### config.mk
export PLATFORM = sky130hd
export DESIGN_NAME = elevator_dispatch_controller
export DESIGN_NICKNAME = d
export VERILOG_FILES = /design/src/design/edc_pkg.sv /design/src/design/edc_ram.sv /design/src/design/edc_front.sv /design/src/design/edc_back.sv /design/src/design/elevator_dispatch_controller.sv
export VERILOG_INCLUDE_DIRS = /design/src /design/src/design
export SDC_FILE = /design/constraint.sdc
export NUM_CORES = 1
export LEC_CHECK = 0
export ABC_CLOCK_PERIOD_IN_PS = 10800
export BUFFER_PORTS_ARGS = -buffer_cell sky130_fd_sc_hd__buf_4
export CELL_PAD_IN_SITES_DETAIL_PLACEMENT = 1
export CELL_PAD_IN_SITES_GLOBAL_PLACEMENT = 1
export CORE_MARGIN = 2
export CORE_UTILIZATION = 43
export CTS_BUF_LIST = sky130_fd_sc_hd__clkbuf_8
export CTS_CLUSTER_DIAMETER = 60
export CTS_CLUSTER_SIZE = 8
export DETAILED_ROUTE_END_ITERATION = 6
export HOLD_SLACK_MARGIN = 0.15
export PLACE_DENSITY = 0.77
export REMOVE_ABC_BUFFERS = 1
export SYNTH_ARGS = -nofsm -noshare
export SYNTH_HDL_FRONTEND = slang
export SYNTH_SLANG_ARGS = --single-unit
### constraint.sdc
create_clock -name clk -period 10.8 [get_ports clk]
set_input_delay 1.08 -clock clk [delete_from_list [all_inputs] [get_ports clk]]
set_output_delay 1.08 -clock clk [all_outputs]
set_load 0.02 [all_outputs]
### src/design/elevator_dispatch_controller_macros.svh
// Assertion macros for the elevator dispatch controller.
// Included by files that check their own logic; needs clk and rst_n in scope.
`ifndef ELEVATOR_DISPATCH_CONTROLLER_MACROS_SVH
`define ELEVATOR_DISPATCH_CONTROLLER_MACROS_SVH

// Same-cycle implication.
`define EDC_CHECK(lbl, ante, cons, msg) \
  lbl: assert property (@(posedge clk) disable iff (!rst_n) (ante) |-> (cons)) \
    else $error(msg);

// Next-cycle implication.
`define EDC_CHECK_NEXT(lbl, ante, cons, msg) \
  lbl: assert property (@(posedge clk) disable iff (!rst_n) (ante) |=> (cons)) \
    else $error(msg);

`endif

### src/design/edc_pkg.sv
// Shared types and constants of the elevator dispatch controller.
// No dependencies; imported by edc_front, edc_back and the top level.
`timescale 1ns / 1ps

package edc_pkg;

  localparam int FLW = 3;

  localparam logic OP_TICK = 1'b0;
  localparam logic OP_ADD  = 1'b1;

  localparam logic [1:0] ST_OK   = 2'd0;
  localparam logic [1:0] ST_BAD  = 2'd1;
  localparam logic [1:0] ST_FULL = 2'd2;

  localparam logic [1:0] CFG_MAX_LOAD     = 2'd0;
  localparam logic [1:0] CFG_RIDER_WEIGHT = 2'd1;
  localparam logic [1:0] CFG_IDLE_LIMIT   = 2'd2;

  localparam logic [9:0] MAX_LOAD_RST     = 10'd600;
  localparam logic [7:0] RIDER_WEIGHT_RST = 8'd70;
  localparam logic [7:0] IDLE_LIMIT_RST   = 8'd25;

  typedef struct packed {
    logic           op;
    logic [FLW-1:0] from_floor;
    logic [FLW-1:0] to_floor;
  } in_item_t;

  typedef struct packed {
    logic [FLW-1:0] car_floor;
    logic           going_up;
    logic           moved;
    logic [4:0]     rider_count;
    logic [11:0]    load_weight;
    logic [1:0]     request_status;
  } out_item_t;

  typedef struct packed {
    logic           op;
    logic [FLW-1:0] from_floor;
    logic           bad;
  } work_t;

  typedef struct packed {
    logic [9:0] max_load;
    logic [7:0] rider_weight;
    logic [7:0] idle_limit;
  } cfg_t;

  typedef enum logic [2:0] {
    S_IDLE,
    S_RD,
    S_EVAL,
    S_PASS,
    S_MOVE,
    S_DONE
  } back_state_t;

endpackage

### src/design/edc_ram.sv
// Generic single-write, single-read RAM with registered read data.
// No dependencies.
`timescale 1ns / 1ps

module edc_ram #(
  parameter int WIDTH = 3,
  parameter int DEPTH = 64
) (
  input  logic                     clk,
  input  logic                     we,
  input  logic [$clog2(DEPTH)-1:0] waddr,
  input  logic [WIDTH-1:0]         wdata,
  input  logic [$clog2(DEPTH)-1:0] raddr,
  output logic [WIDTH-1:0]         rdata
);

  logic [WIDTH-1:0] mem_r [DEPTH];

  always_ff @(posedge clk) begin
    if (we) begin
      mem_r[waddr] <= wdata;
    end
    rdata <= mem_r[raddr];
  end

endmodule

### src/design/edc_front.sv
// Front end: two-entry transaction queue that checks floor numbers on entry.
// Depends on edc_pkg.
`timescale 1ns / 1ps

module edc_front
  import edc_pkg::*;
#(
  parameter int NUM_FLOORS = 6
) (
  input  logic     clk,
  input  logic     rst_n,
  input  logic     in_push,
  output logic     in_full,
  input  in_item_t in_data,
  output logic     wk_valid,
  output work_t    wk,
  input  logic     wk_pop
);

  work_t      q_r [2];
  logic       wp_r, wp_nxt, rp_r, rp_nxt;
  logic [1:0] cnt_r, cnt_nxt;
  logic       push, pop, bad;

  assign in_full  = (cnt_r == 2'd2);
  assign push     = in_push && !in_full;
  assign wk_valid = (cnt_r != 2'd0);
  assign pop      = wk_pop && wk_valid;
  assign wk       = q_r[rp_r];

  assign bad = ({1'b0, in_data.from_floor} >= 4'(NUM_FLOORS))
            || ({1'b0, in_data.to_floor} >= 4'(NUM_FLOORS))
            || (in_data.from_floor == in_data.to_floor);

  always_comb begin
    wp_nxt  = push ? !wp_r : wp_r;
    rp_nxt  = pop ? !rp_r : rp_r;
    cnt_nxt = cnt_r + 2'(push) - 2'(pop);
  end

  always_ff @(posedge clk) begin
    if (!rst_n) begin
      wp_r  <= 1'b0;
      rp_r  <= 1'b0;
      cnt_r <= 2'd0;
    end else begin
      wp_r  <= wp_nxt;
      rp_r  <= rp_nxt;
      cnt_r <= cnt_nxt;
    end
    if (push) begin
      q_r[wp_r] <= '{op: in_data.op, from_floor: in_data.from_floor, bad: bad};
    end
  end

endmodule

### src/design/edc_back.sv
// Back end: sequencer that carries out add and tick transactions.
// Depends on edc_pkg and edc_ram (waiting destinations per floor).
`timescale 1ns / 1ps

module edc_back
  import edc_pkg::*;
#(
  parameter int NUM_FLOORS  = 6,
  parameter int QUEUE_DEPTH = 8,
  parameter int CAB_LIMIT   = 16
) (
  input  logic      clk,
  input  logic      rst_n,
  input  cfg_t      cfg,
  input  logic      wk_valid,
  input  work_t     wk,
  input  logic [FLW-1:0] wk_to,
  output logic      wk_pop,
  output logic      res_valid,
  input  logic      res_ready,
  output out_item_t res
);

  localparam int QIW       = (QUEUE_DEPTH > 1) ? $clog2(QUEUE_DEPTH) : 1;
  localparam int QCW       = $clog2(QUEUE_DEPTH + 1);
  localparam int RAM_DEPTH = 8 << QIW;
  localparam int RAW       = FLW + QIW;

  back_state_t    state_r, state_nxt;
  logic [FLW-1:0] pos_r;
  logic           up_r;
  logic [7:0]     idle_r;
  logic [4:0]     n_r;
  logic [4:0]     rid_r [8];
  logic [QCW-1:0] cnt_r [8];
  logic [QCW-1:0] idx_r, keep_r;
  logic           took_r, pass_r, moved_r;
  logic [1:0]     stat_r;

  logic [FLW-1:0] fsel, rsel, d;
  logic [QCW-1:0] cnt_sel;
  logic [4:0]     rid_sel;
  logic [7:0]     rnz, wnz, gt_mask, lt_mask;
  logic           any_wait, above, below, want_up, want_dn, head_ok, may;
  logic [12:0]    prod, load;
  logic [7:0]     idle_inc;
  logic           ram_we;
  logic [RAW-1:0] ram_waddr, ram_raddr;
  logic [FLW-1:0] ram_wdata, ram_rdata;

  edc_ram #(.WIDTH(FLW), .DEPTH(RAM_DEPTH)) u_wait_ram (
    .clk   (clk),
    .we    (ram_we),
    .waddr (ram_waddr),
    .wdata (ram_wdata),
    .raddr (ram_raddr),
    .rdata (ram_rdata)
  );

  always_comb begin
    d        = ram_rdata;
    fsel     = (state_r == S_IDLE) ? wk.from_floor : pos_r;
    rsel     = (state_r == S_IDLE) ? pos_r : d;
    cnt_sel  = cnt_r[fsel];
    rid_sel  = rid_r[rsel];
    for (int i = 0; i < 8; i++) begin
      rnz[i]     = (rid_r[i] != 5'd0);
      wnz[i]     = (cnt_r[i] != '0);
      gt_mask[i] = (3'(i) > pos_r);
      lt_mask[i] = (3'(i) < pos_r);
    end
    any_wait = |wnz;
    above    = |(wnz & gt_mask);
    below    = |(wnz & lt_mask);
    want_up  = |(rnz & gt_mask);
    want_dn  = |(rnz & lt_mask);
    head_ok  = up_r ? (d > pos_r) : (d < pos_r);
    prod     = ({8'd0, n_r} + 13'd1) * {5'd0, cfg.rider_weight};
    may      = (n_r < 5'(CAB_LIMIT)) && (prod <= {3'd0, cfg.max_load});
    load     = {8'd0, n_r} * {5'd0, cfg.rider_weight};
    idle_inc = (idle_r == 8'hFF) ? idle_r : idle_r + 8'd1;
  end

  // next state
  always_comb begin
    state_nxt = state_r;
    case (state_r)
      S_IDLE: begin
        if (wk_valid) begin
          if (wk.op == OP_TICK && (n_r != 5'd0 || any_wait)) begin
            state_nxt = S_RD;
          end else begin
            state_nxt = S_DONE;
          end
        end
      end
      S_RD:   state_nxt = (idx_r == cnt_sel) ? S_PASS : S_EVAL;
      S_EVAL: state_nxt = S_RD;
      S_PASS: begin
        if (!pass_r && !took_r && keep_r != '0) begin
          state_nxt = S_RD;
        end else begin
          state_nxt = S_MOVE;
        end
      end
      S_MOVE: state_nxt = S_DONE;
      S_DONE: if (res_ready) state_nxt = S_IDLE;
      default: state_nxt = S_IDLE;
    endcase
  end

  // outputs
  always_comb begin
    wk_pop    = 1'b0;
    ram_we    = 1'b0;
    ram_waddr = {pos_r, keep_r[QIW-1:0]};
    ram_wdata = d;
    ram_raddr = {pos_r, idx_r[QIW-1:0]};
    res_valid = 1'b0;
    case (state_r)
      S_IDLE: begin
        wk_pop = wk_valid;
        if (wk_valid && wk.op == OP_ADD && !wk.bad && cnt_sel < QCW'(QUEUE_DEPTH)) begin
          ram_we    = 1'b1;
          ram_waddr = {wk.from_floor, cnt_sel[QIW-1:0]};
          ram_wdata = wk_to;
        end
      end
      S_EVAL:  ram_we = !(may && head_ok);
      S_DONE:  res_valid = 1'b1;
      default: ;
    endcase
    res = '{car_floor: pos_r, going_up: up_r, moved: moved_r, rider_count: n_r,
            load_weight: load[11:0], request_status: stat_r};
  end

  always_ff @(posedge clk) begin
    if (!rst_n) begin
      state_r <= S_IDLE;
      pos_r   <= '0;
      up_r    <= 1'b1;
      idle_r  <= 8'd0;
      n_r     <= 5'd0;
      for (int i = 0; i < 8; i++) begin
        rid_r[i] <= 5'd0;
        cnt_r[i] <= '0;
      end
      idx_r   <= '0;
      keep_r  <= '0;
      took_r  <= 1'b0;
      pass_r  <= 1'b0;
      moved_r <= 1'b0;
      stat_r  <= ST_OK;
    end else begin
      state_r <= state_nxt;
      case (state_r)
        S_IDLE: begin
          if (wk_valid) begin
            moved_r <= 1'b0;
            stat_r  <= ST_OK;
            if (wk.op == OP_ADD) begin
              if (wk.bad) begin
                stat_r <= ST_BAD;
              end else if (cnt_sel >= QCW'(QUEUE_DEPTH)) begin
                stat_r <= ST_FULL;
              end else begin
                cnt_r[wk.from_floor] <= cnt_sel + QCW'(1);
              end
            end else if (n_r == 5'd0 && !any_wait) begin
              idle_r <= idle_inc;
              if (idle_inc > cfg.idle_limit && pos_r != '0) begin
                pos_r   <= pos_r - 3'd1;
                moved_r <= 1'b1;
              end
            end else begin
              idle_r      <= 8'd0;
              n_r         <= n_r - rid_sel;
              rid_r[pos_r] <= 5'd0;
              idx_r       <= '0;
              keep_r      <= '0;
              took_r      <= 1'b0;
              pass_r      <= 1'b0;
            end
          end
        end
        S_EVAL: begin
          if (may && head_ok) begin
            rid_r[d] <= rid_sel + 5'd1;
            n_r      <= n_r + 5'd1;
            took_r   <= 1'b1;
          end else begin
            keep_r <= keep_r + QCW'(1);
          end
          idx_r <= idx_r + QCW'(1);
        end
        S_PASS: begin
          cnt_r[pos_r] <= keep_r;
          if (!pass_r && !took_r && keep_r != '0) begin
            up_r   <= !up_r;
            pass_r <= 1'b1;
            idx_r  <= '0;
            keep_r <= '0;
            took_r <= 1'b0;
          end
        end
        S_MOVE: begin
          moved_r <= 1'b1;
          if (!(up_r ? want_up : want_dn)) begin
            if (n_r != 5'd0) begin
              if (up_r ? want_dn : want_up) begin
                up_r <= !up_r;
              end else if (pos_r != '0) begin
                pos_r <= pos_r - 3'd1;
              end
            end else if (above) begin
              up_r  <= 1'b1;
              pos_r <= pos_r + 3'd1;
            end else if (below) begin
              up_r  <= 1'b0;
              pos_r <= pos_r - 3'd1;
            end
          end else if (up_r && {1'b0, pos_r} < 4'(NUM_FLOORS - 1)) begin
            pos_r <= pos_r + 3'd1;
          end else if (!up_r && pos_r != '0) begin
            pos_r <= pos_r - 3'd1;
          end
        end
        default: ;
      endcase
    end
  end

endmodule

### src/design/elevator_dispatch_controller.sv
// Top level of the elevator dispatch controller: config registers, front,
// back and a two-entry result queue. Depends on edc_pkg, edc_front, edc_back and the macros header.
//
// Each transaction is carried out one at a time by the back-end sequencer.
// An add request, or a tick with an empty car and no waiting passengers,
// goes from idle straight to the done state. Any other tick reads and
// evaluates each passenger in the current floor's queue, with a read and an
// evaluation on the waiting-destination RAM for each, then passes, moves and
// finishes; when the direction flips for a second boarding pass, it scans again.
// Input and result queues of two entries each let both sides stall freely.
`timescale 1ns / 1ps

module elevator_dispatch_controller
  import edc_pkg::*;
#(
  parameter int NUM_FLOORS  = 6,
  parameter int QUEUE_DEPTH = 8,
  parameter int CAB_LIMIT   = 16
) (
  input  logic      clk,
  input  logic      rst_n,
  input  logic      in_push,
  output logic      in_full,
  input  in_item_t  in_data,
  output logic      out_empty,
  input  logic      out_pop,
  output out_item_t out_data,
  input  logic      cfg_we,
  input  logic [1:0] cfg_index,
  input  logic [9:0] cfg_wdata
);

`include "elevator_dispatch_controller_macros.svh"

  cfg_t      cfg_r;
  logic      wk_valid, wk_pop, res_valid, res_ready;
  work_t     wk;
  out_item_t res;
  logic [FLW-1:0] to_q_r [2];
  logic      to_wp_r, to_rp_r;

  out_item_t oq_r [2];
  logic      owp_r, orp_r;
  logic [1:0] out_cnt_r, out_cnt_nxt;
  logic      res_push, pop;

  always_ff @(posedge clk) begin
    if (!rst_n) begin
      cfg_r <= '{max_load: MAX_LOAD_RST, rider_weight: RIDER_WEIGHT_RST,
                 idle_limit: IDLE_LIMIT_RST};
    end else if (cfg_we) begin
      case (cfg_index)
        CFG_MAX_LOAD:     cfg_r.max_load     <= cfg_wdata;
        CFG_RIDER_WEIGHT: cfg_r.rider_weight <= cfg_wdata[7:0];
        CFG_IDLE_LIMIT:   cfg_r.idle_limit   <= cfg_wdata[7:0];
        default: ;
      endcase
    end
  end

  edc_front #(.NUM_FLOORS(NUM_FLOORS)) u_front (
    .clk      (clk),
    .rst_n    (rst_n),
    .in_push  (in_push),
    .in_full  (in_full),
    .in_data  (in_data),
    .wk_valid (wk_valid),
    .wk       (wk),
    .wk_pop   (wk_pop)
  );

  // destination floor travels beside the front queue, in pointers that move with it
  always_ff @(posedge clk) begin
    if (!rst_n) begin
      to_wp_r <= 1'b0;
      to_rp_r <= 1'b0;
    end else begin
      if (in_push && !in_full) to_wp_r <= !to_wp_r;
      if (wk_pop && wk_valid)  to_rp_r <= !to_rp_r;
    end
    if (in_push && !in_full) to_q_r[to_wp_r] <= in_data.to_floor;
  end

  edc_back #(
    .NUM_FLOORS  (NUM_FLOORS),
    .QUEUE_DEPTH (QUEUE_DEPTH),
    .CAB_LIMIT   (CAB_LIMIT)
  ) u_back (
    .clk       (clk),
    .rst_n     (rst_n),
    .cfg       (cfg_r),
    .wk_valid  (wk_valid),
    .wk        (wk),
    .wk_to     (to_q_r[to_rp_r]),
    .wk_pop    (wk_pop),
    .res_valid (res_valid),
    .res_ready (res_ready),
    .res       (res)
  );

  assign res_ready   = (out_cnt_r != 2'd2);
  assign res_push    = res_valid && res_ready;
  assign out_empty   = (out_cnt_r == 2'd0);
  assign pop         = out_pop && !out_empty;
  assign out_data    = oq_r[orp_r];
  assign out_cnt_nxt = out_cnt_r + 2'(res_push) - 2'(pop);

  always_ff @(posedge clk) begin
    if (!rst_n) begin
      owp_r     <= 1'b0;
      orp_r     <= 1'b0;
      out_cnt_r <= 2'd0;
    end else begin
      if (res_push) owp_r <= !owp_r;
      if (pop)      orp_r <= !orp_r;
      out_cnt_r <= out_cnt_nxt;
    end
    if (res_push) oq_r[owp_r] <= res;
  end

  `EDC_CHECK(a_out_cnt_range, 1'b1, out_cnt_r != 2'd3, "result queue overflow")
  `EDC_CHECK(a_out_sane, !out_empty,
    (out_data.rider_count <= 5'(CAB_LIMIT)) && ({1'b0, out_data.car_floor} < 4'(NUM_FLOORS)),
    "result holds impossible rider count or floor")
  `EDC_CHECK_NEXT(a_pop_drains, pop && !res_push,
    out_cnt_r == $past(out_cnt_r) - 2'd1, "popped result not removed")

endmodule
==> results.py, run 1 <==
metrics = {
    "status": {
        "outcome": "finished clean",
    },
    "sta": {
        "whs_ns": 0.464,
        "hold_viol": 0,
        "max-slew-margin-rel_pct": 15.3,
        "worst_slew_pin_slew_ns": 1.26,
        "max_freq_ghz": 0.123,
        "setup_viol": 0,
        "setup_slack_ns": 2.69,
        "finClkSkew_ns": 0.0226,
        "period_share_pct": 75.1,
        "maxSlewViolCount": 0,
        "finalWorstPathRequiredPeriod_ns": 8.11,
        "setup-tns-final_ns": 0,
        "rsz0062_at_grt": "no",
    },
    "routing": {
        "dr.pass1.iters": 5,
        "drt_iter0_markers": 942,
        "post_drt_wl_per_cell_um": 21.8,
        "wl_mm": 52.3,
        "postRouteAntennaNets": 0,
        "num_vias": 13600,
        "post_drt_via_cell_ratio": 5.66,
        "drc_errors": 0,
    },
    "logic_synthesis": {
        "yosysTopAreaCell": "edfxtp_1",
        "yosysUniqueCellTypes": 77,
        "synthCells": 1698,
        "synth-edff-count": 328,
        "netlist_area_sq_mm": 0.0210,
        "yosys.area.top_type_share_pct": 46.8,
        "synth-seq-cells": 403,
        "yosys-top-cells-area": "edfxtp_1 47%, mux4_2 8.2%, dfxtp_1 7.1%",
        "yosys_warnings": 0,
        "ys_async_sr_fraction_pct": 0,
        "syn_area_per_cell_sq_um": 12.4,
        "synth_flop_cell": "edfxtp_1",
        "seq_area_frac_synth_pct": 54.0,
    },
    "clocking": {
        "postCtsSetupRepairBufs": 0,
        "path_clk_slew_ns": 0.07,
        "cts_tree": "built",
        "holdBufCountCts": 0,
        "cts_resized": 0,
        "clk_latency_ns": 0.68,
        "cts-root-buf": "clkbuf_8",
        "cts.sinks": 403,
        "cts_buffers": 58,
        "cts_max_level": 2,
        "clock_path_buffers": 3,
    },
    "cells_and_area": {
        "fill_cells": 5061,
        "final_common_cell": "edfxtp_1",
        "diodes": 0,
        "drive_gt1_share_pct": 15.3,
        "most-common-layout-cells": "328 x edfxtp_1, 234 x nor2_1, 132 x nand2_1",
        "nNetsFinal": 1901,
        "post-route-util_pct": 47.4,
        "area_delta_synth_final_pct": 9.54,
    },
    "setup_path": {
        "start_kind": "register",
        "slowest_delay_ns": 0.88,
        "crit_required_ns": 11.19,
        "cp_slowest_cell": "nor4_1",
        "cp_max_fo": 20,
        "critical_path_class": "register to register",
        "crit_path_cell_trace": "inv_1, nor3_1, nand2_1, fa_1, fa_1, fa_1, inv_1, ha_1, a211oi_1, o21bai_1, a21oi_1, xnor2_1, ha_1, nand2_1, nor2_1, a2111oi_0, a221oi_1, nor4_1, a21oi_1, nand2_1, a2bb2oi_2, nor2_1",
        "path_buf_inv": 2,
        "arrival_ns": 8.50,
        "crit_family": "simple AND/OR/NAND/NOR gates",
        "end_kind": "register",
    },
    "power": {
        "combPwrFrac_pct": 40.7,
        "p_sw_share_pct": 38.8,
        "p_int_w": 0.00331,
        "powerDensity_mw_per_mm2": 235,
        "power_frac_seq_pct": 38.9,
        "peakVddDrop_uv": 154,
        "switchingPower_w": 0.00210,
        "p_leak_nw": 8.56,
        "p_clk_share_pct": 20.4,
    },
    "floorplan": {
        "die_x_um": 225,
        "die_area_sq_mm": 0.0507,
        "io_pins": 50,
        "num_rows": 81,
        "die_h_um": 225,
        "core_sq_mm": 0.0486,
        "start_util_pct": 43.2,
    },
    "global_route": {
        "grt_max_degree": 65,
        "antenna_found_initial": 0,
        "track_usage_pct": 21.3,
        "first_global_vias": 14700,
        "grt_overflow": 0,
        "grt_pass1_wl_mm": 83.4,
    },
    "placement": {
        "dp_hpwl_mm": 36.8,
        "pre_cts_slack_ns": 2.79,
        "place.gp.congestion": 0.853,
        "port_buffers": 49,
    },
    "run": {
        "maxCapViolations": 0,
    },
    "min_path": {
        "hold_class": "register to register",
    },
}
==> state kept, by name, summed over array words and instances, names as in the netlist, 2 cells and up, named ones only <==
signal / count
cfg_r: 26
u_back.n_r: 5
u_back.idx_r: 4
u_back.cnt_r: 32
u_back.idle_r: 8
out_cnt_r: 2
u_back.rid_r: 40
u_back.u_wait_ram.mem_r: 192
oq_r: 48
u_front.cnt_r: 2
to_q_r: 6
u_back.state_r: 3
u_back.stat_r: 2
u_back.keep_r: 4
u_front.q_r: 10
u_back.u_wait_ram.rdata: 3
u_back.pos_r: 3
==> worst register-to-register path: cells and delay by family (launching register included) <==
family / cells / cell delay [ns]
AO/OA/AOI/OAI: 7 / 2.16
XOR/XNOR: 1 / 0.14
adder cells (fa/ha/maj): 5 / 2.13
buffers and inverters: 2 / 0.31
flip-flops: 1 / 0.73
AND/OR/NAND/NOR: 7 / 2.36
==> cell type report <==
class	count	area (sq um)	area share, %
clock buffers	59	812	3.52
flip-flops and latches	403	11400	49.3
well taps	622	778	3.38
clock inverters	34	173	0.750
repair buffers	64	480	2.09
multi-input cells	1118	9050	39.3
inverters	104	390	1.69
==> layer usage <==
metal / vias up / GRT usage (%) / share of wire, % / wire length [um]
li1: 6238 / - / - / -
met3: 101 / 3.44 / 5.5 / 2850
met1: 6893 / 28.2 / 43 / 22300
met4: 0 / 6.84 / 2.6 / 1360
met5: - / 0 / 0 / 0
met2: 370 / 36.0 / 49 / 25800
==> worst paths after layout <==
path / from / end / slack, ns / depth (start not counted)
max: u_back.n_r[0] / u_back.u_wait_ram.mem_r[55][1] / 2.69 / 22
min: cfg_r[23] / cfg_r[23] / 0.46 / 2
max reg2reg: u_back.n_r[0] / u_back.u_wait_ram.mem_r[55][1] / 2.69 / 22
min reg2reg: cfg_r[23] / cfg_r[23] / 0.46 / 2
==> kinds of logic after synthesis <==
family / share of synthesized area (%)
compound gates: 6.13
flops: 54.0
buf+inv: 3.22
xor+xnor: 2.31
fa+ha+maj: 9.11
simple gates: 12.8
mux: 12.4
==> per-stage QoR <==
step / area (sq um) / std cells / power [W]
6_report: 23000 / 2404 / 0.00540
3_5_place_dp: 22100 / 2311 / 0.00434
3_3_place_gp: 22100 / 2311 / 0.00426
5_1_grt: 23000 / 2404 / 0.00574
2_1_floorplan: 20700 / 1625 / 0.00364
4_1_cts: 23000 / 2404 / 0.00545
==> power by group through the flow <==
| stage | combinational, W | sequential [W] | clock, W |
|---|---|---|---|
| after floorplan | 0.00152 | 0.00212 | 0 |
| after global placement | 0.00213 | 0.00213 | 0 |
| after detailed placement | 0.00220 | 0.00213 | 0 |
| after CTS | 0.00222 | 0.00210 | 0.00113 |
| after global routing | 0.00243 | 0.00212 | 0.00119 |
| final | 0.00220 | 0.00210 | 0.00110 |
==> synthesized netlist by cell type (4+ instances only) <==
library cell	number
o31ai_1	5
a22oi_1	5
nor2b_1	19
nor2_1	236
inv_1	98
nand4_1	6
a21o_1	9
and2_1	62
or4_1	9
ha_1	86
mux2_2	30
fa_1	42
nand3b_1	7
mux2i_1	49
nand2b_1	10
o21ai_0	36
nor4_1	14
o211ai_1	7
buf_1	13
a31oi_1	6
nand3_1	34
nand2_2	6
o22ai_1	4
o21a_1	9
edfxtp_1	328
a21oi_1	62
dfxtp_1	75
a211oi_1	6
mux4_2	77
and3_1	6
nor3_1	22
buf_2	8
xor2_1	14
or2_1	4
xnor2_1	39
clkbuf_1	51
a211o_1	4
nand2_1	132
o21bai_1	7
Note: power is estimated with default switching activity, not from simulation.
==> inputs of run 2 (changes only) <==
--- a/config.mk
+++ b/config.mk
@@ -6,7 +6,7 @@
 export SDC_FILE = /design/constraint.sdc
 export NUM_CORES = 1
 export LEC_CHECK = 0
-export ABC_CLOCK_PERIOD_IN_PS = 10800
+export ABC_CLOCK_PERIOD_IN_PS = 8300
 export BUFFER_PORTS_ARGS = -buffer_cell sky130_fd_sc_hd__buf_4
 export CELL_PAD_IN_SITES_DETAIL_PLACEMENT = 1
 export CELL_PAD_IN_SITES_GLOBAL_PLACEMENT = 1
==> constraint.sdc (replaced) <==
create_clock -name clk -period 8.3 [get_ports clk]
set_input_delay 0.83 -clock clk [delete_from_list [all_inputs] [get_ports clk]]
set_output_delay 0.83 -clock clk [all_outputs]
set_load 0.02 [all_outputs]
==> run 2 against run 1 <==
Global-route usage up 0.24 points. Final cell count up 0.92%. Wire length up 2.7%. Sequential power up 30%. Sequential share of layout area down 0.27 points. Critical endpoint is now u_back.u_wait_ram.mem_r[18][0]. Non-clock buffer count up 5. Flip-flop and latch count unchanged. Critical path type unchanged. Fmax up 7.0%. Register-to-register slack worse by 2.0 ns. Critical path depth up 3. First-iteration DRC count up 16%.
==> results.py, run 2 (synthesis results as in run 1) <==
metrics = {
    "clocking": {
        "cts.sinks": 403,
        "cts-root-buf": "clkbuf_8",
        "cts_resized": 0,
        "holdBufCountCts": 0,
        "cts_tree": "built",
        "cts_max_level": 2,
        "path_clk_slew_ns": 0.07,
        "clk_latency_ns": 0.69,
        "postCtsSetupRepairBufs": 0,
        "cts_buffers": 59,
        "clock_path_buffers": 3,
    },
    "global_route": {
        "grt_pass1_wl_mm": 84.1,
        "grt_overflow": 0,
        "grt_max_degree": 65,
        "antenna_found_initial": 1,
        "first_global_vias": 15000,
        "track_usage_pct": 21.6,
    },
    "setup_path": {
        "end_kind": "register",
        "start_kind": "register",
        "arrival_ns": 7.94,
        "cp_max_fo": 20,
        "reg2reg_from": "u_back.n_r[0]",
        "critical_path_class": "register to register",
        "r2r-end": "u_back.u_wait_ram.mem_r[18][0]",
        "crit_path_start": "u_back.n_r[0]",
        "r2r_setup_slack_ns": 0.72,
        "crit_required_ns": 8.67,
        "r2r_cells": 25,
    },
    "routing": {
        "post_drt_via_cell_ratio": 5.70,
        "post_drt_wl_per_cell_um": 22.1,
        "wl_mm": 53.7,
        "drt_iter0_markers": 1095,
        "postRouteAntennaNets": 0,
        "num_vias": 13800,
        "drc_errors": 0,
        "dr.pass1.iters": 5,
    },
    "sta": {
        "max-slew-margin-rel_pct": 23.4,
        "max_freq_ghz": 0.132,
        "finalWorstPathRequiredPeriod_ns": 7.58,
        "hold_viol": 0,
        "rsz0062_at_grt": "no",
        "maxSlewViolCount": 0,
        "worst_slew_pin_slew_ns": 1.12,
        "setup_viol": 0,
        "setup-tns-final_ns": 0,
        "finClkSkew_ns": 0.0397,
        "period_share_pct": 91.3,
    },
    "min_path": {
        "hold_end": "u_front.q_r[1][4]",
        "hold_class": "input port to register",
        "worstHoldStart": "in_data[6]",
        "hold_path_depth": 1,
    },
    "placement": {
        "port_buffers": 49,
        "dp_hpwl_mm": 37.6,
        "place.gp.congestion": 0.869,
        "post_dp_cell_area_sq_mm": 0.0221,
    },
    "cells_and_area": {
        "largest_reg_flops": 192,
        "top_regs": "u_back.u_wait_ram.mem_r: 192 flops, oq_r: 48 flops, u_back.rid_r: 40 flops",
        "nNetsFinal": 1907,
        "final_common_cell": "edfxtp_1",
        "drive_gt1_share_pct": 15.5,
        "final_cell_area_sq_mm": 0.0232,
        "regMostFlops": "u_back.u_wait_ram.mem_r",
        "fill_cells": 5070,
        "most-common-layout-cells": "328 x edfxtp_1, 234 x nor2_1, 139 x inv_1",
        "multi_input_area_sq_mm": 0.00905,
        "area_delta_synth_final_pct": 10.1,
        "diodes": 0,
        "seq_area_sq_mm": 0.0114,
    },
    "floorplan": {
        "die_area_sq_mm": 0.0507,
        "num_rows": 81,
        "die_x_um": 225,
        "core_sq_mm": 0.0486,
        "die_h_um": 225,
        "start_util_pct": 43.2,
        "io_pins": 50,
    },
    "power": {
        "p_leak_nw": 8.68,
        "peakVddDrop_uv": 180,
        "powerDensity_mw_per_mm2": 308,
    },
    "status": {
        "outcome": "finished clean",
    },
    "run": {
        "maxCapViolations": 0,
    },
}
==> run 2: cell count changes in the layout (fill, tap and decap cells not counted), sizes merged <==
cell / change
inv: +17
buf: +5
clkbuf: +1
clkinv: -1
==> run 2: worst max-delay path by stage <==
| stage | to | slack, ns | depth (start not counted) |
|---|---|---|---|
| after floorplan | u_back.rid_r[6][0] | 2.03 | 23 |
| after detailed placement | u_back.u_wait_ram.mem_r[18][2] | 0.62 | 24 |
| after CTS | u_back.u_wait_ram.mem_r[18][0] | 0.60 | 24 |
| after global placement | u_back.u_wait_ram.mem_r[6][0] | 1.00 | 23 |
| after global routing | u_back.u_wait_ram.mem_r[45][1] | 0.13 | 25 |
| final | u_back.u_wait_ram.mem_r[18][0] | 0.72 | 25 |
==> run 2: final cells by class <==
cell class	count	area share [%]
inverters	104	1.69
repair buffers	69	2.24
clock inverters	50	1.06
well taps	622	3.36
clock buffers	60	3.56
multi-input cells	1118	39.1
flip-flops and latches	403	49.0
==> run 2: where the power goes <==
group	internal, W	leakage (nW)	total (W)	switching (W)
Combinational	0.00113	4.31	0.00294	0.00181
Sequential	0.00252	3.67	0.00272	0.000196
Clock	0.000685	0.694	0.00149	0.000802
==> run 2: through the flow <==
stage | total power [W] | cells | util, % | setup slack, ns | hold WS, ns
final | 0.00715 | 2426 | 47.6 | 0.721 | 0.331
after floorplan | 0.00474 | 1625 | - | 2.03 | 0.425
after global placement | 0.00558 | 2316 | 45.4 | 1.00 | 0.449
after detailed placement | 0.00569 | 2316 | 45.4 | 0.618 | 0.452
after CTS | 0.00721 | 2426 | 47.6 | 0.597 | 0.274
after global routing | 0.00756 | 2426 | 47.6 | 0.134 | 0.298
==> run 2: critical path, stage by stage, from the launching register on <==
cell      delay [ns]
dfxtp_1         0.73
ha_1            0.29
nand3_1         0.11
xnor2_1         0.50
and2_1          0.23
fa_1            0.46
fa_1            0.55
inv_1           0.06
fa_1            0.53
inv_1           0.04
ha_1            0.37
o21ai_0         0.15
o21bai_1        0.22
a21oi_1         0.12
xnor2_1         0.14
ha_1            0.32
nand4_1         0.13
nor2_1          0.12
o31ai_1         0.07
a221oi_1        0.40
nor4_1          0.13
buf_4           0.20
a21oi_1         0.53
a22o_1          0.33
nand2_2         0.23
nor2_1          0.32
==> run 2: layer usage <==
metal	global-route usage [%]	up-vias	routed length [um]
met2	37.1	367	26600
met3	3.47	114	2700
met5	0	-	0
met1	27.3	7087	22600
met4	8.69	0	1750
li1	-	6267	-
==> inputs of run 3 (changes only) <==
--- a/config.mk
+++ b/config.mk
@@ -11,13 +11,13 @@
 export CELL_PAD_IN_SITES_DETAIL_PLACEMENT = 1
 export CELL_PAD_IN_SITES_GLOBAL_PLACEMENT = 1
 export CORE_MARGIN = 2
-export CORE_UTILIZATION = 43
+export CORE_UTILIZATION = 40
 export CTS_BUF_LIST = sky130_fd_sc_hd__clkbuf_8
 export CTS_CLUSTER_DIAMETER = 60
 export CTS_CLUSTER_SIZE = 8
 export DETAILED_ROUTE_END_ITERATION = 6
 export HOLD_SLACK_MARGIN = 0.15
-export PLACE_DENSITY = 0.77
+export PLACE_DENSITY = 0.73
 export REMOVE_ABC_BUFFERS = 1
 export SYNTH_ARGS = -nofsm -noshare
 export SYNTH_HDL_FRONTEND = slang
==> run 3 against run 2 <==
Global-route usage shrank 1.9 points. Register-to-register slack lost 0.02 ns. Core utilization shrank 2.9 points. Clock power grew 7%. Fmax shrank 0.25%. Sequential power is essentially flat. First-iteration DRC count shrank 21%. Clock skew grew 0.026 ns. Non-clock buffer count grew 1. Worst hold slack lost 0.011 ns.
==> results.py, run 3 (synthesis results as in run 1) <==
metrics = {
    "cells_and_area": {
        "drive_gt1_share_pct": 15.8,
        "fill_cells": 5505,
        "seq_area_sq_mm": 0.0114,
        "top_regs": "u_back.u_wait_ram.mem_r: 192 flops, oq_r: 48 flops, u_back.rid_r: 40 flops",
        "diodes": 0,
        "most-common-layout-cells": "328 x edfxtp_1, 234 x nor2_1, 135 x inv_1",
        "multi_input_area_sq_mm": 0.00905,
        "regMostFlops": "u_back.u_wait_ram.mem_r",
        "final_common_cell": "edfxtp_1",
        "largest_reg_flops": 192,
        "nNetsFinal": 1909,
        "area_delta_synth_final_pct": 11.0,
    },
    "routing": {
        "drc_errors": 0,
        "post_drt_wl_per_cell_um": 20.9,
        "num_vias": 13600,
        "wl_met3_mm": 2.24,
        "m1WireLength_mm": 23.2,
        "routed.top_layer": "met4",
        "postRouteAntennaNets": 0,
        "dr.pass1.iters": 5,
        "wl_mm": 52.2,
        "route.met2.wl_mm": 25.5,
        "post_drt_via_cell_ratio": 5.46,
        "drt_iter0_markers": 869,
    },
    "global_route": {
        "first_global_vias": 14600,
        "grt_pass1_wl_mm": 82.5,
        "grt_overflow": 0,
        "track_usage_pct": 19.6,
        "grt_max_degree": 65,
        "antenna_found_initial": 0,
    },
    "clocking": {
        "clock_path_buffers": 3,
        "holdBufCountCts": 0,
        "cts_tree": "built",
        "postCtsSetupRepairBufs": 0,
        "path_clk_slew_ns": 0.07,
        "clk_latency_ns": 0.72,
        "cts_resized": 0,
        "cts.sinks": 403,
        "cts_buffers": 60,
        "cts-root-buf": "clkbuf_8",
        "cts_max_level": 2,
    },
    "setup_path": {
        "crit_required_ns": 8.65,
        "arrival_ns": 7.94,
        "crit_path_start": "u_back.n_r[0]",
        "critical_path_class": "register to register",
        "start_kind": "register",
        "end_kind": "register",
        "cp_max_fo": 20,
        "reg2reg_from": "u_back.n_r[0]",
    },
    "placement": {
        "dp_hpwl_mm": 37.0,
        "place.gp.congestion": 0.842,
        "port_buffers": 49,
        "pre_cts_slack_ns": 0.693,
    },
    "floorplan": {
        "start_util_pct": 40.3,
        "die_h_um": 233,
        "core_sq_mm": 0.0522,
        "num_rows": 84,
        "io_pins": 50,
        "die_x_um": 233,
        "die_area_sq_mm": 0.0544,
    },
    "run": {
        "maxCapViolations": 0,
    },
    "sta": {
        "finClkSkew_ns": 0.0653,
        "setup-tns-final_ns": 0,
        "max_freq_ghz": 0.132,
        "setup_slack_ns": 0.702,
        "hold_viol": 0,
        "max-slew-margin-rel_pct": 28.4,
        "setup_viol": 0,
        "maxSlewViolCount": 0,
        "rsz0062_at_grt": "no",
        "finalWorstPathRequiredPeriod_ns": 7.60,
        "period_share_pct": 91.5,
        "worst_slew_pin_slew_ns": 1.04,
    },
    "min_path": {
        "worstHoldStart": "in_data[6]",
        "hold_class": "input port to register",
    },
    "power": {
        "p_leak_nw": 8.72,
        "peakVddDrop_uv": 235,
        "powerDensity_mw_per_mm2": 309,
    },
    "status": {
        "outcome": "finished clean",
    },
}
## run 3: cell count changes in the layout (fill, tap and decap cells not counted), moves of 2 or more
cell,change
clkinv_2,+4
clkbuf_8,+3
bufinv_16,+2
inv_1,-4
## run 3: final cells by class
type	count	area share, %
clock buffers	63	3.71
clock inverters	49	1.31
inverters	104	1.67
multi-input cells	1118	38.7
flip-flops and latches	403	48.6
well taps	688	3.69
repair buffers	70	2.25
## run 3: worst paths after layout
| check | slack [ns] | cells after the start | endpoint |
|---|---|---|---|
| worst max-delay path | 0.70 | 23 | u_back.u_wait_ram.mem_r[50][1] |
| worst min-delay path | 0.32 | 1 | u_front.q_r[0][4] |
| worst max register to register | 0.70 | 23 | u_back.u_wait_ram.mem_r[50][1] |
| worst min register to register | 0.46 | 2 | cfg_r[17] |
## run 3: power by group
part           leakage [nW]  switching, W  total (W)  internal, W
registers              3.67      0.000191    0.00271      0.00252
clock network         0.732      0.000815    0.00159     0.000778
logic                  4.31       0.00177    0.00290      0.00113
## run 3: worst max-delay path, cell delays in order, from the launching register on
cell	delay [ns]
dfxtp_1	0.72
inv_1	0.24
nor3_1	0.77
nand2_1	0.18
fa_1	0.53
fa_1	0.52
fa_1	0.55
inv_1	0.04
ha_1	0.34
o21ai_0	0.25
o21bai_1	0.13
a21oi_1	0.19
xnor2_1	0.09
ha_1	0.32
nand4_1	0.14
nor2_1	0.13
o31ai_1	0.08
a221oi_1	0.36
nor4_1	0.12
buf_4	0.20
a21oi_1	0.55
a22o_1	0.32
nand2_2	0.22
nor2_1	0.30
## run 3: routing by layer
layer,vias to the layer above,GRT usage [%]
met5,-,0
met4,0,6.57
met3,89,2.83
met2,301,33.0
met1,6959,26.1
li1,6271,-
## run 3: per-stage QoR
step                      utilization (%)  hold WS [ns]  cell area, sq um  cells  total power [W]
after detailed placement             42.5         0.458             22200   2383          0.00568
after global placement               42.5         0.449             22200   2383          0.00559
after floorplan                         -         0.425             20700   1625          0.00474
after global routing                 44.7         0.287             23400   2495          0.00766
after CTS                            44.7         0.251             23400   2495          0.00729
final                                44.7         0.320             23400   2495          0.00721
